===== config.mk =====
export PLATFORM = sky130hd
export DESIGN_NAME = multichannel_trimmed_mean_filter_core
export DESIGN_NICKNAME = d
export VERILOG_FILES = /design/src/hw/rtl/tmf_pkg.sv /design/src/hw/rtl/tmf_front.sv /design/src/hw/rtl/tmf_fifo.sv /design/src/hw/rtl/tmf_back.sv /design/src/hw/rtl/multichannel_trimmed_mean_filter_core.sv
export SDC_FILE = /design/constraint.sdc
export NUM_CORES = 2
export LEC_CHECK = 0
export ABC_AREA = 1
export ABC_CLOCK_PERIOD_IN_PS = 31000
export BUFFER_PORTS_ARGS = -buffer_cell sky130_fd_sc_hd__buf_2
export CAP_MARGIN = 0
export CORE_MARGIN = 2
export CORE_UTILIZATION = 45
export DETAILED_ROUTE_END_ITERATION = 8
export PLACE_DENSITY = 0.7
export SLEW_MARGIN = 20
export SYNTH_ARGS = -nofsm -noshare
export SYNTH_HDL_FRONTEND = slang
export SYNTH_SLANG_ARGS = --single-unit

===== constraint.sdc =====
create_clock -name clk -period 31 [get_ports clk]
set_input_delay 6.2 -clock clk [delete_from_list [all_inputs] [get_ports clk]]
set_output_delay 6.2 -clock clk [all_outputs]
set_load 0.01 [all_outputs]

===== src/hw/rtl/tmf_pkg.sv =====
// Package for the multichannel trimmed-mean filter: sizes, constants and
// the item and status types shared by the front end, the queue and the back end.
// Depends on nothing.
`timescale 1ns / 1ps

package tmf_pkg;

	// Number of analog channels held in the sample store.
	localparam int CHANNELS = 16;
	// Samples kept per channel (ring depth).
	localparam int TAPS = 5;
	// Depth of the queue between the front end and the back end.
	localparam int FIFO_DEPTH = 4;

	localparam int CH_W = 4;
	localparam int RAW_W = 16;
	localparam int SAMPLE_W = 16;
	localparam int CODE_W = 12;
	localparam int SLOT_W = 3;
	localparam int CH_IDX_W = (CHANNELS > 1) ? $clog2(CHANNELS) : 1;
	localparam int FIFO_IDX_W = (FIFO_DEPTH > 1) ? $clog2(FIFO_DEPTH) : 1;
	localparam int FIFO_CNT_W = $clog2(FIFO_DEPTH + 1);

	// Sum of all taps, sum without min and max, and the divide-by-3 reciprocal.
	localparam int SUM_W = 19;
	localparam int TRIM_W = 18;
	localparam int RECIP_W = 18;
	localparam int RECIP_SH = 19;
	localparam int PROD_W = TRIM_W + RECIP_W;
	localparam logic [RECIP_W-1:0] RECIP_K = 18'd174763;

	// Converter word handling.
	localparam int OVF_BIT = 12;
	localparam logic [CODE_W-1:0] OVF_CODE = 12'h7ff;
	localparam logic [RAW_W-1:0] MID_OFFSET = 16'h0800;
	localparam logic [SLOT_W-1:0] LAST_SLOT = SLOT_W'(TAPS - 1);

	typedef logic [TAPS-1:0][SAMPLE_W-1:0] tmf_row_t;

	// One classified item as it travels from the front end to the back end.
	typedef struct packed {
		logic [CH_W-1:0] channel;
		logic [SAMPLE_W-1:0] sample;
		logic [SLOT_W-1:0] slot;
		logic in_range;
		logic wr_en;
	} tmf_item_t;

	// Queue status seen by both sides.
	typedef struct packed {
		logic full;
		logic empty;
	} tmf_fifo_stat_t;

endpackage


===== src/hw/rtl/tmf_front.sv =====
// Front end of the trimmed-mean filter: accepts converter results, converts
// the raw word to a 16-bit sample and tags it with the current ring slot.
// Depends on tmf_pkg.
`timescale 1ns / 1ps

module tmf_front (
	input  logic                         clk,
	input  logic                         arst_n,
	input  logic                         in_valid,
	input  logic [tmf_pkg::CH_W-1:0]     channel,
	input  logic [tmf_pkg::RAW_W-1:0]    raw_reading,
	input  logic                         timed_out,
	input  logic                         end_of_scan,
	input  tmf_pkg::tmf_fifo_stat_t      fifo_stat,
	output logic                         push,
	output tmf_pkg::tmf_item_t           item
);
	import tmf_pkg::*;

	logic [SLOT_W-1:0] slot_q;
	logic [RAW_W-1:0] centered;
	logic [CODE_W-1:0] code;
	logic in_range;

	// A transfer happens when the input is valid and the queue has room.
	assign push = in_valid && !fifo_stat.full;

	// Overflow saturates; otherwise remove the mid-scale offset and keep 12 bits.
	assign centered = raw_reading - MID_OFFSET;
	assign code = raw_reading[OVF_BIT] ? OVF_CODE : centered[CODE_W-1:0];
	assign in_range = ({1'b0, channel} < (CH_W + 1)'(CHANNELS));

	always_comb begin
		item.channel = channel;
		item.sample = {code, 4'h0};
		item.slot = slot_q;
		item.in_range = in_range;
		item.wr_en = in_range && !timed_out;
	end

	// Ring slot shared by all channels; it moves on after the end of a scan.
	always_ff @(posedge clk or negedge arst_n) begin
		if (!arst_n) begin
			slot_q <= '0;
		end else if (push && end_of_scan) begin
			if (slot_q >= LAST_SLOT) begin
				slot_q <= '0;
			end else begin
				slot_q <= slot_q + SLOT_W'(1);
			end
		end
	end

endmodule


===== src/hw/rtl/tmf_fifo.sv =====
// Short queue of classified items between the front end and the back end.
// Depends on tmf_pkg.
`timescale 1ns / 1ps

module tmf_fifo (
	input  logic                    clk,
	input  logic                    arst_n,
	input  logic                    push,
	input  tmf_pkg::tmf_item_t      push_item,
	input  logic                    pop,
	output tmf_pkg::tmf_item_t      head_item,
	output tmf_pkg::tmf_fifo_stat_t stat
);
	import tmf_pkg::*;

	tmf_item_t entries_q [FIFO_DEPTH];
	logic [FIFO_IDX_W-1:0] wr_ptr_q;
	logic [FIFO_IDX_W-1:0] rd_ptr_q;
	logic [FIFO_CNT_W-1:0] count_q;

	assign stat.full = (count_q == FIFO_CNT_W'(FIFO_DEPTH));
	assign stat.empty = (count_q == '0);
	assign head_item = entries_q[rd_ptr_q];

	// Entry storage; no reset needed for payload.
	always_ff @(posedge clk) begin
		if (push) begin
			entries_q[wr_ptr_q] <= push_item;
		end
	end

	// Pointers and fill count.
	always_ff @(posedge clk or negedge arst_n) begin
		if (!arst_n) begin
			wr_ptr_q <= '0;
			rd_ptr_q <= '0;
			count_q <= '0;
		end else begin
			if (push) begin
				wr_ptr_q <= (wr_ptr_q == FIFO_IDX_W'(FIFO_DEPTH - 1)) ? '0
					: wr_ptr_q + FIFO_IDX_W'(1);
			end
			if (pop) begin
				rd_ptr_q <= (rd_ptr_q == FIFO_IDX_W'(FIFO_DEPTH - 1)) ? '0
					: rd_ptr_q + FIFO_IDX_W'(1);
			end
			if (push && !pop) begin
				count_q <= count_q + FIFO_CNT_W'(1);
			end else if (pop && !push) begin
				count_q <= count_q - FIFO_CNT_W'(1);
			end
		end
	end

endmodule


===== src/hw/rtl/tmf_back.sv =====
// Back end of the trimmed-mean filter: read-modify-write of the per-channel
// sample row, then min, max and sum, trimming and divide by three.
// Depends on tmf_pkg.
`timescale 1ns / 1ps

module tmf_back (
	input  logic                         clk,
	input  logic                         arst_n,
	input  tmf_pkg::tmf_item_t           head_item,
	input  tmf_pkg::tmf_fifo_stat_t      fifo_stat,
	output logic                         pop,
	output logic                         out_valid,
	input  logic                         out_ready,
	output logic [tmf_pkg::CH_W-1:0]     out_channel,
	output logic [tmf_pkg::SAMPLE_W-1:0] filtered_value,
	output logic                         sample_valid
);
	import tmf_pkg::*;

	// Sample store: one row of all taps per channel.
	tmf_row_t mem [CHANNELS];
	logic [CHANNELS-1:0] row_ok_q;

	logic adv;
	logic [CH_IDX_W-1:0] head_idx;
	logic [CH_IDX_W-1:0] idx_s2;

	logic v_s2, v_s3, v_s4, v_s5, out_valid_q;
	tmf_item_t item_s2, item_s3, item_s4, item_s5;
	tmf_row_t rd_s2;
	logic rd_ok_s2;
	tmf_row_t cur_row, new_row, row_s3;

	logic [SAMPLE_W-1:0] lo, hi;
	logic [SUM_W-1:0] sum;
	logic [SAMPLE_W-1:0] lo_s4, hi_s4;
	logic [SUM_W-1:0] sum_s4;
	logic [SUM_W-1:0] trim_full;
	logic [TRIM_W-1:0] trim_s5;
	logic [PROD_W-1:0] prod;

	logic [CH_W-1:0] out_channel_q;
	logic [SAMPLE_W-1:0] value_q;
	logic sample_valid_q;

	// The whole back pipeline moves together when the output can take an item.
	assign adv = !out_valid_q || out_ready;
	assign pop = adv && !fifo_stat.empty;
	assign head_idx = head_item.channel[CH_IDX_W-1:0];
	assign idx_s2 = item_s2.channel[CH_IDX_W-1:0];

	// Row read; registered data lands together with the item in stage two.
	always_ff @(posedge clk) begin
		if (adv) begin
			rd_s2 <= mem[head_idx];
			rd_ok_s2 <= row_ok_q[head_idx];
		end
	end

	// The item one stage ahead wrote its row at the same edge as this read,
	// so take its row when it was for the same channel.
	always_comb begin
		if (v_s3 && item_s3.in_range && (item_s3.channel == item_s2.channel)) begin
			cur_row = row_s3;
		end else if (rd_ok_s2) begin
			cur_row = rd_s2;
		end else begin
			cur_row = '0;
		end
		new_row = cur_row;
		if (item_s2.wr_en) begin
			new_row[item_s2.slot] = item_s2.sample;
		end
	end

	// Row write-back.
	always_ff @(posedge clk) begin
		if (adv && v_s2 && item_s2.wr_en) begin
			mem[idx_s2] <= new_row;
		end
	end

	// Rows never written read as zero.
	always_ff @(posedge clk or negedge arst_n) begin
		if (!arst_n) begin
			row_ok_q <= '0;
		end else if (adv && v_s2 && item_s2.wr_en) begin
			row_ok_q[idx_s2] <= 1'b1;
		end
	end

	// Minimum, maximum and sum over the taps of one row.
	always_comb begin
		lo = row_s3[0];
		hi = row_s3[0];
		sum = SUM_W'(row_s3[0]);
		for (int i = 1; i < TAPS; i++) begin
			if (row_s3[i] < lo) begin
				lo = row_s3[i];
			end
			if (row_s3[i] > hi) begin
				hi = row_s3[i];
			end
			sum = sum + SUM_W'(row_s3[i]);
		end
	end

	// Drop min and max; divide by three with a reciprocal multiply.
	assign trim_full = sum_s4 - SUM_W'(lo_s4) - SUM_W'(hi_s4);
	assign prod = PROD_W'(trim_s5) * PROD_W'(RECIP_K);

	// Payload registers of the pipeline.
	always_ff @(posedge clk) begin
		if (adv) begin
			item_s2 <= head_item;
			item_s3 <= item_s2;
			row_s3 <= new_row;
			item_s4 <= item_s3;
			lo_s4 <= lo;
			hi_s4 <= hi;
			sum_s4 <= sum;
			item_s5 <= item_s4;
			trim_s5 <= trim_full[TRIM_W-1:0];
			out_channel_q <= item_s5.channel;
			value_q <= item_s5.in_range ? prod[RECIP_SH +: SAMPLE_W] : '0;
			sample_valid_q <= item_s5.wr_en;
		end
	end

	// Stage valid flags.
	always_ff @(posedge clk or negedge arst_n) begin
		if (!arst_n) begin
			v_s2 <= 1'b0;
			v_s3 <= 1'b0;
			v_s4 <= 1'b0;
			v_s5 <= 1'b0;
			out_valid_q <= 1'b0;
		end else if (adv) begin
			v_s2 <= pop;
			v_s3 <= v_s2;
			v_s4 <= v_s3;
			v_s5 <= v_s4;
			out_valid_q <= v_s5;
		end
	end

	assign out_valid = out_valid_q;
	assign out_channel = out_channel_q;
	assign filtered_value = value_q;
	assign sample_valid = sample_valid_q;

endmodule


===== src/hw/rtl/multichannel_trimmed_mean_filter_core.sv =====
// Top level of the multichannel trimmed-mean filter: front end, item queue
// and back end. Depends on tmf_pkg, tmf_front, tmf_fifo and tmf_back.
//
//   Port group   Direction  Handshake              Payload
//   input        in         in_valid / in_ready    channel, raw_reading, timed_out,
//                                                  end_of_scan
//   output       out        out_valid / out_ready  out_channel, filtered_value,
//                                                  sample_valid
//
// One item per cycle is sustained while the output is not stalled; an item
// passes the queue, row read, row update, min/max/sum, trim and divide by three.
// The per-channel row update is forwarded between adjacent items, so items for
// the same channel may follow each other in consecutive cycles.
// Reset clears the ring slot, the queue and the per-channel row flags; rows not
// yet written read as zero, so no clearing pass is needed.
// An output stall freezes the back end; the queue keeps accepting input until
// it holds four items.
`timescale 1ns / 1ps

module multichannel_trimmed_mean_filter_core (
	input  logic                         clk,
	input  logic                         arst_n,
	input  logic                         in_valid,
	output logic                         in_ready,
	input  logic [tmf_pkg::CH_W-1:0]     channel,
	input  logic [tmf_pkg::RAW_W-1:0]    raw_reading,
	input  logic                         timed_out,
	input  logic                         end_of_scan,
	output logic                         out_valid,
	input  logic                         out_ready,
	output logic [tmf_pkg::CH_W-1:0]     out_channel,
	output logic [tmf_pkg::SAMPLE_W-1:0] filtered_value,
	output logic                         sample_valid
);
	import tmf_pkg::*;

	tmf_item_t push_item, head_item;
	tmf_fifo_stat_t fifo_stat;
	logic push, pop;

	assign in_ready = !fifo_stat.full;

	// Conversion and slot tagging.
	tmf_front u_front (
		.clk         (clk),
		.arst_n      (arst_n),
		.in_valid    (in_valid),
		.channel     (channel),
		.raw_reading (raw_reading),
		.timed_out   (timed_out),
		.end_of_scan (end_of_scan),
		.fifo_stat   (fifo_stat),
		.push        (push),
		.item        (push_item)
	);

	// Queue between the two halves.
	tmf_fifo u_fifo (
		.clk       (clk),
		.arst_n    (arst_n),
		.push      (push),
		.push_item (push_item),
		.pop       (pop),
		.head_item (head_item),
		.stat      (fifo_stat)
	);

	// Store update and filtering.
	tmf_back u_back (
		.clk            (clk),
		.arst_n         (arst_n),
		.head_item      (head_item),
		.fifo_stat      (fifo_stat),
		.pop            (pop),
		.out_valid      (out_valid),
		.out_ready      (out_ready),
		.out_channel    (out_channel),
		.filtered_value (filtered_value),
		.sample_valid   (sample_valid)
	);

`ifndef NO_ASSERTIONS
	// The back end never pops an empty queue.
	a_no_pop_empty: assert property (@(posedge clk) disable iff (!arst_n)
		pop |-> !fifo_stat.empty)
		else $error("pop from empty queue");

	// The queue cannot be full and empty at once.
	a_stat_sane: assert property (@(posedge clk) disable iff (!arst_n)
		!(fifo_stat.full && fifo_stat.empty))
		else $error("queue status inconsistent");

	// A push is only taken when there is room.
	a_push_room: assert property (@(posedge clk) disable iff (!arst_n)
		push |-> in_ready)
		else $error("push into full queue");

	// The trimmed mean of 16-bit samples with four low zero bits stays in range.
	a_value_range: assert property (@(posedge clk) disable iff (!arst_n)
		out_valid |-> (filtered_value <= 16'hfff0))
		else $error("filtered value out of range");
`endif

endmodule


==> results.json <==
{
  "timing.slew.headroom_pct": 22.21,
  "final_nets": 6680,
  "placed_cells": 8224,
  "regToRegSetupSlack_ns": 21.62,
  "worstPathRequired_ns": 31.42,
  "grt_start_max_net_pins": 212,
  "detail_route.vias_per_cell": 5.712,
  "antenna_found_initial": 3,
  "num_rows": 151,
  "timing.reg2reg.worst_path_depth": 34,
  "clkSlewWorstSetupHoldPaths_ns": 0.06,
  "syn_area_um2": 76860,
  "floorplan.die.height_um": 417.3,
  "route.antenna.remaining_nets": 0,
  "ctsHoldBuffers": 0,
  "ios": 49,
  "ys_async_sr_fraction_pct": 1.850,
  "finalSetupTns_ns": 0,
  "timing.critical_path.fanout_max": 109,
  "totalWireLength_um": 183600,
  "status": "completed",
  "period_share_pct": 30.41,
  "max_freq_mhz": 106.1,
  "total_via_count_after_detailed_routing": 48720,
  "cts.repair.resized": 0,
  "starting_density_of_the_core_pct": 45.35,
  "grt_util_all_layers_pct": 20.99,
  "ys_seq_elements": 1676,
  "critical_path.startpoint_type": "primary input",
  "hold_class": "flip-flop to flip-flop",
  "grt_pass1_wl_um": 282100,
  "numCtsBuffers": 167,
  "timing.critical_path.arrival_ns": 9.85,
  "dp_hpwl_um": 102000,
  "hold_critical_path_depth": 0,
  "syn_nets": 6730,
  "maxCapViolations": 0,
  "cell_variety_after_synth": 50,
  "worst_r2r_endpoint": "u_back.hi_s4[13]$_DFFE_PN_",
  "routedWlPerCell_um": 21.53,
  "cell_at_the_root_of_the_clock_tree": "sky130_fd_sc_hd__clkbuf_16",
  "worst_skew_pair_later_pin_latency_ns": 0.83,
  "postCtsSetupRepairBufs": 0,
  "endpoints_failing_hold": 0,
  "synthesis.instances": 6226,
  "die_area_um2": 174100,
  "finish.cell_count_without_fillers": 8530,
  "share_of_layout_cells_above_drive_strength_1_pct": 6.829,
  "place_congestion": 0.8936,
  "grt_overflow": 0,
  "port_buffers": 45,
  "first_iter_violations": 5743,
  "grt_setup_unrepaired": "no",
  "tritoncts": "yes",
  "synth_sequential_area_ratio_pct": 65.28,
  "area_delta_synth_final_pct": 10.16,
  "remaining_drc_errors": 0,
  "count_of_flip_flops_with_a_built_in_enable_after_synthesis": 1645,
  "ctsLongestPathBuffers": 3,
  "clock_sinks": 1676,
  "syn-mean-instance-area_um2": 12.34,
  "hold_end": "u_back.item_s4[0]$_DFFE_PN_",
  "max_slew_vio_count": 0,
  "worstMarginPinSlew_ns": 1.163,
  "yosys_warnings": 0,
  "crit-reg2reg-launch": "u_back.row_s3[31]$_DFFE_PN_",
  "finalClockSkew_ns": 0.05981,
  "placeableCoreArea_um2": 169500,
  "die_width_um": 417.3,
  "hold_path.startpoint": "u_back.item_s3[0]$_DFFE_PN_",
  "critPathCaptureType": "flip-flop",
  "postSynth.topFlopCell": "sky130_fd_sc_hd__edfxtp_1",
  "finalCriticalPeriod_ns": 9.427,
  "timing.setup.critical_path_class": "primary input to flip-flop",
  "timing.final.setup_violations": 0,
  "firstDrtPassIters": 5,
  "clock_tree.htree_level_count": 4,
  "grt_pass1_vias": 47630
}
==> sequential cells by signal, indices dropped and copies added, names as in the netlist, 16 cells and up <==
name / flops
u_back.rd_s2: 80
u_back.mem: 1280
u_back.row_s3: 80
u_back.sum_s4: 18
u_back.filtered_value: 16
u_back.hi_s4: 16
u_back.lo_s4: 16
u_back.item_s2: 16
u_fifo.entries_q: 80
u_back.trim_s5: 18
u_back.row_ok_q: 16
==> cell families (layout without fill, tap and decap cells) <==
kind of cell / Yosys count / count (layout) / share of synthesized area (%)
xor gates and xnor gates: 54 / 54 / 0.6154
AOI/OAI and AO/OA: 1222 / 1222 / 10.30
buffers and inverters: 793 / 878 / 3.914
other: 0 / 1 / 0
DFF: 1676 / 1676 / 65.28
adders and majority gates: 478 / 478 / 9.481
and+or+nand+nor: 2003 / 2003 / 10.41
==> cell usage after synthesis, drive strengths merged (10+ instances only) <==
cell type  count  area share, %
clkbuf       309            1.5
buf           29           0.18
xnor2         17           0.19
o32ai        160            1.8
nand3        206            1.3
or2           20           0.16
dfrtp         31            1.0
a211oi        10          0.098
nand2        504            2.6
inv          452            2.2
nor2        1242            6.1
o311ai       160            1.8
edfxtp      1645             64
fa           174            4.5
a21oi        123           0.81
xor2          37           0.42
nand4         10          0.090
ha           304            4.9
o211ai       187            1.8
o21ai        540            3.5
o22ai         16           0.13
==> worst max path at each step <==
| stage | start | endpoint | slack, ns | depth (start not counted) |
|---|---|---|---|---|
| 2_1_floorplan | out_ready | u_back.mem[11][0]$_DFFE_PP_ | 14.36 | 6 |
| 3_3_place_gp | out_ready | u_back.mem[14][22]$_DFFE_PP_ | 20.86 | 9 |
| 3_5_place_dp | out_ready | u_back.mem[12][22]$_DFFE_PP_ | 20.72 | 9 |
| 4_1_cts | out_ready | u_back.mem[12][55]$_DFFE_PP_ | 21.57 | 9 |
| 5_1_grt | u_back.row_s3[31]$_DFFE_PN_ | u_back.hi_s4[1]$_DFFE_PN_ | 20.77 | 34 |
| 6_report | out_ready | u_back.mem[12][55]$_DFFE_PP_ | 21.57 | 9 |
==> metal layers <==
metal | track usage [%] | wire [µm] | up-vias
li1 | - | - | 22360
met3 | 2.935 | 14630 | 340
met4 | 6.823 | 4947 | 0
met5 | 0 | 0 | -
met2 | 33.70 | 86020 | 1916
met1 | 29.57 | 78040 | 24110
==> worst max-delay path, cell delays in order <==
cell and delay [ns]:
sky130_fd_sc_hd__buf_2 0.07, sky130_fd_sc_hd__nor2_1 0.15, sky130_fd_sc_hd__inv_8 0.63, sky130_fd_sc_hd__nand2_1 0.20
sky130_fd_sc_hd__nor2_1 0.27, sky130_fd_sc_hd__nand3_1 0.42, sky130_fd_sc_hd__nor2_4 0.20, sky130_fd_sc_hd__buf_4 0.74
sky130_fd_sc_hd__buf_4 0.88
==> cells in the final DEF, fill, tap and decap left out, types with 9 or more instances in the layout <==
cell type                   synthesis  final
sky130_fd_sc_hd__clkinv_1           3     44
sky130_fd_sc_hd__nand3_1          205    204
sky130_fd_sc_hd__nor2_1          1242   1226
sky130_fd_sc_hd__xnor2_1           17     17
sky130_fd_sc_hd__ha_1             304    304
sky130_fd_sc_hd__a211oi_1          10     10
sky130_fd_sc_hd__dfrtp_1           31     31
sky130_fd_sc_hd__fa_1             174    174
sky130_fd_sc_hd__o32ai_1          160    160
sky130_fd_sc_hd__o211ai_1         187    187
sky130_fd_sc_hd__buf_4              2     69
sky130_fd_sc_hd__nor2_4             0     16
sky130_fd_sc_hd__o21ai_0          538    538
sky130_fd_sc_hd__xor2_1            37     37
sky130_fd_sc_hd__a21oi_1          122    109
sky130_fd_sc_hd__clkbuf_16          0    168
sky130_fd_sc_hd__nand4_1            9      9
sky130_fd_sc_hd__nand2_2           17     17
sky130_fd_sc_hd__clkbuf_1         309     41
sky130_fd_sc_hd__nand2_1          482    481
sky130_fd_sc_hd__inv_1            446    443
sky130_fd_sc_hd__clkinv_2           0     22
sky130_fd_sc_hd__buf_2              7     46
sky130_fd_sc_hd__o311ai_0         160    160
sky130_fd_sc_hd__or2_2             20     20
sky130_fd_sc_hd__o22ai_1           16     16
sky130_fd_sc_hd__a21oi_2            1     14
sky130_fd_sc_hd__edfxtp_1        1645   1645
==> area by class of cell <==
cell class / instances / area, µm²
Tap cell: 2218 / 2775
Inverter: 455 / 1740
Clock buffer: 211 / 4385
Clock inverter: 93 / 853.3
Timing Repair Buffer: 119 / 828.3
Fill cell: 14190 / 84810
Antenna cell: 1 / 2.502
Multi-Input combinational cell: 3757 / 23900
Sequential cell: 1676 / 50170
==> through the flow <==
| stage | cell area (µm²) | setup WS (ns) | util (%) | hold WS [ns] |
|---|---|---|---|---|
| 3_5_place_dp | 79370 | 20.72 | 46.83 | 0.4098 |
| 3_3_place_gp | 79370 | 20.86 | 46.83 | 0.4040 |
| 2_1_floorplan | 76860 | 14.36 | - | 0.4003 |
| 6_report | 84660 | 21.57 | 49.96 | 0.4206 |
| 4_1_cts | 84610 | 21.57 | 49.92 | 0.4234 |
| 5_1_grt | 84660 | 20.77 | 49.96 | 0.4270 |
Power is not shown: default switching activity piles up to over one toggle a cycle in this logic, so the estimate is an artifact.
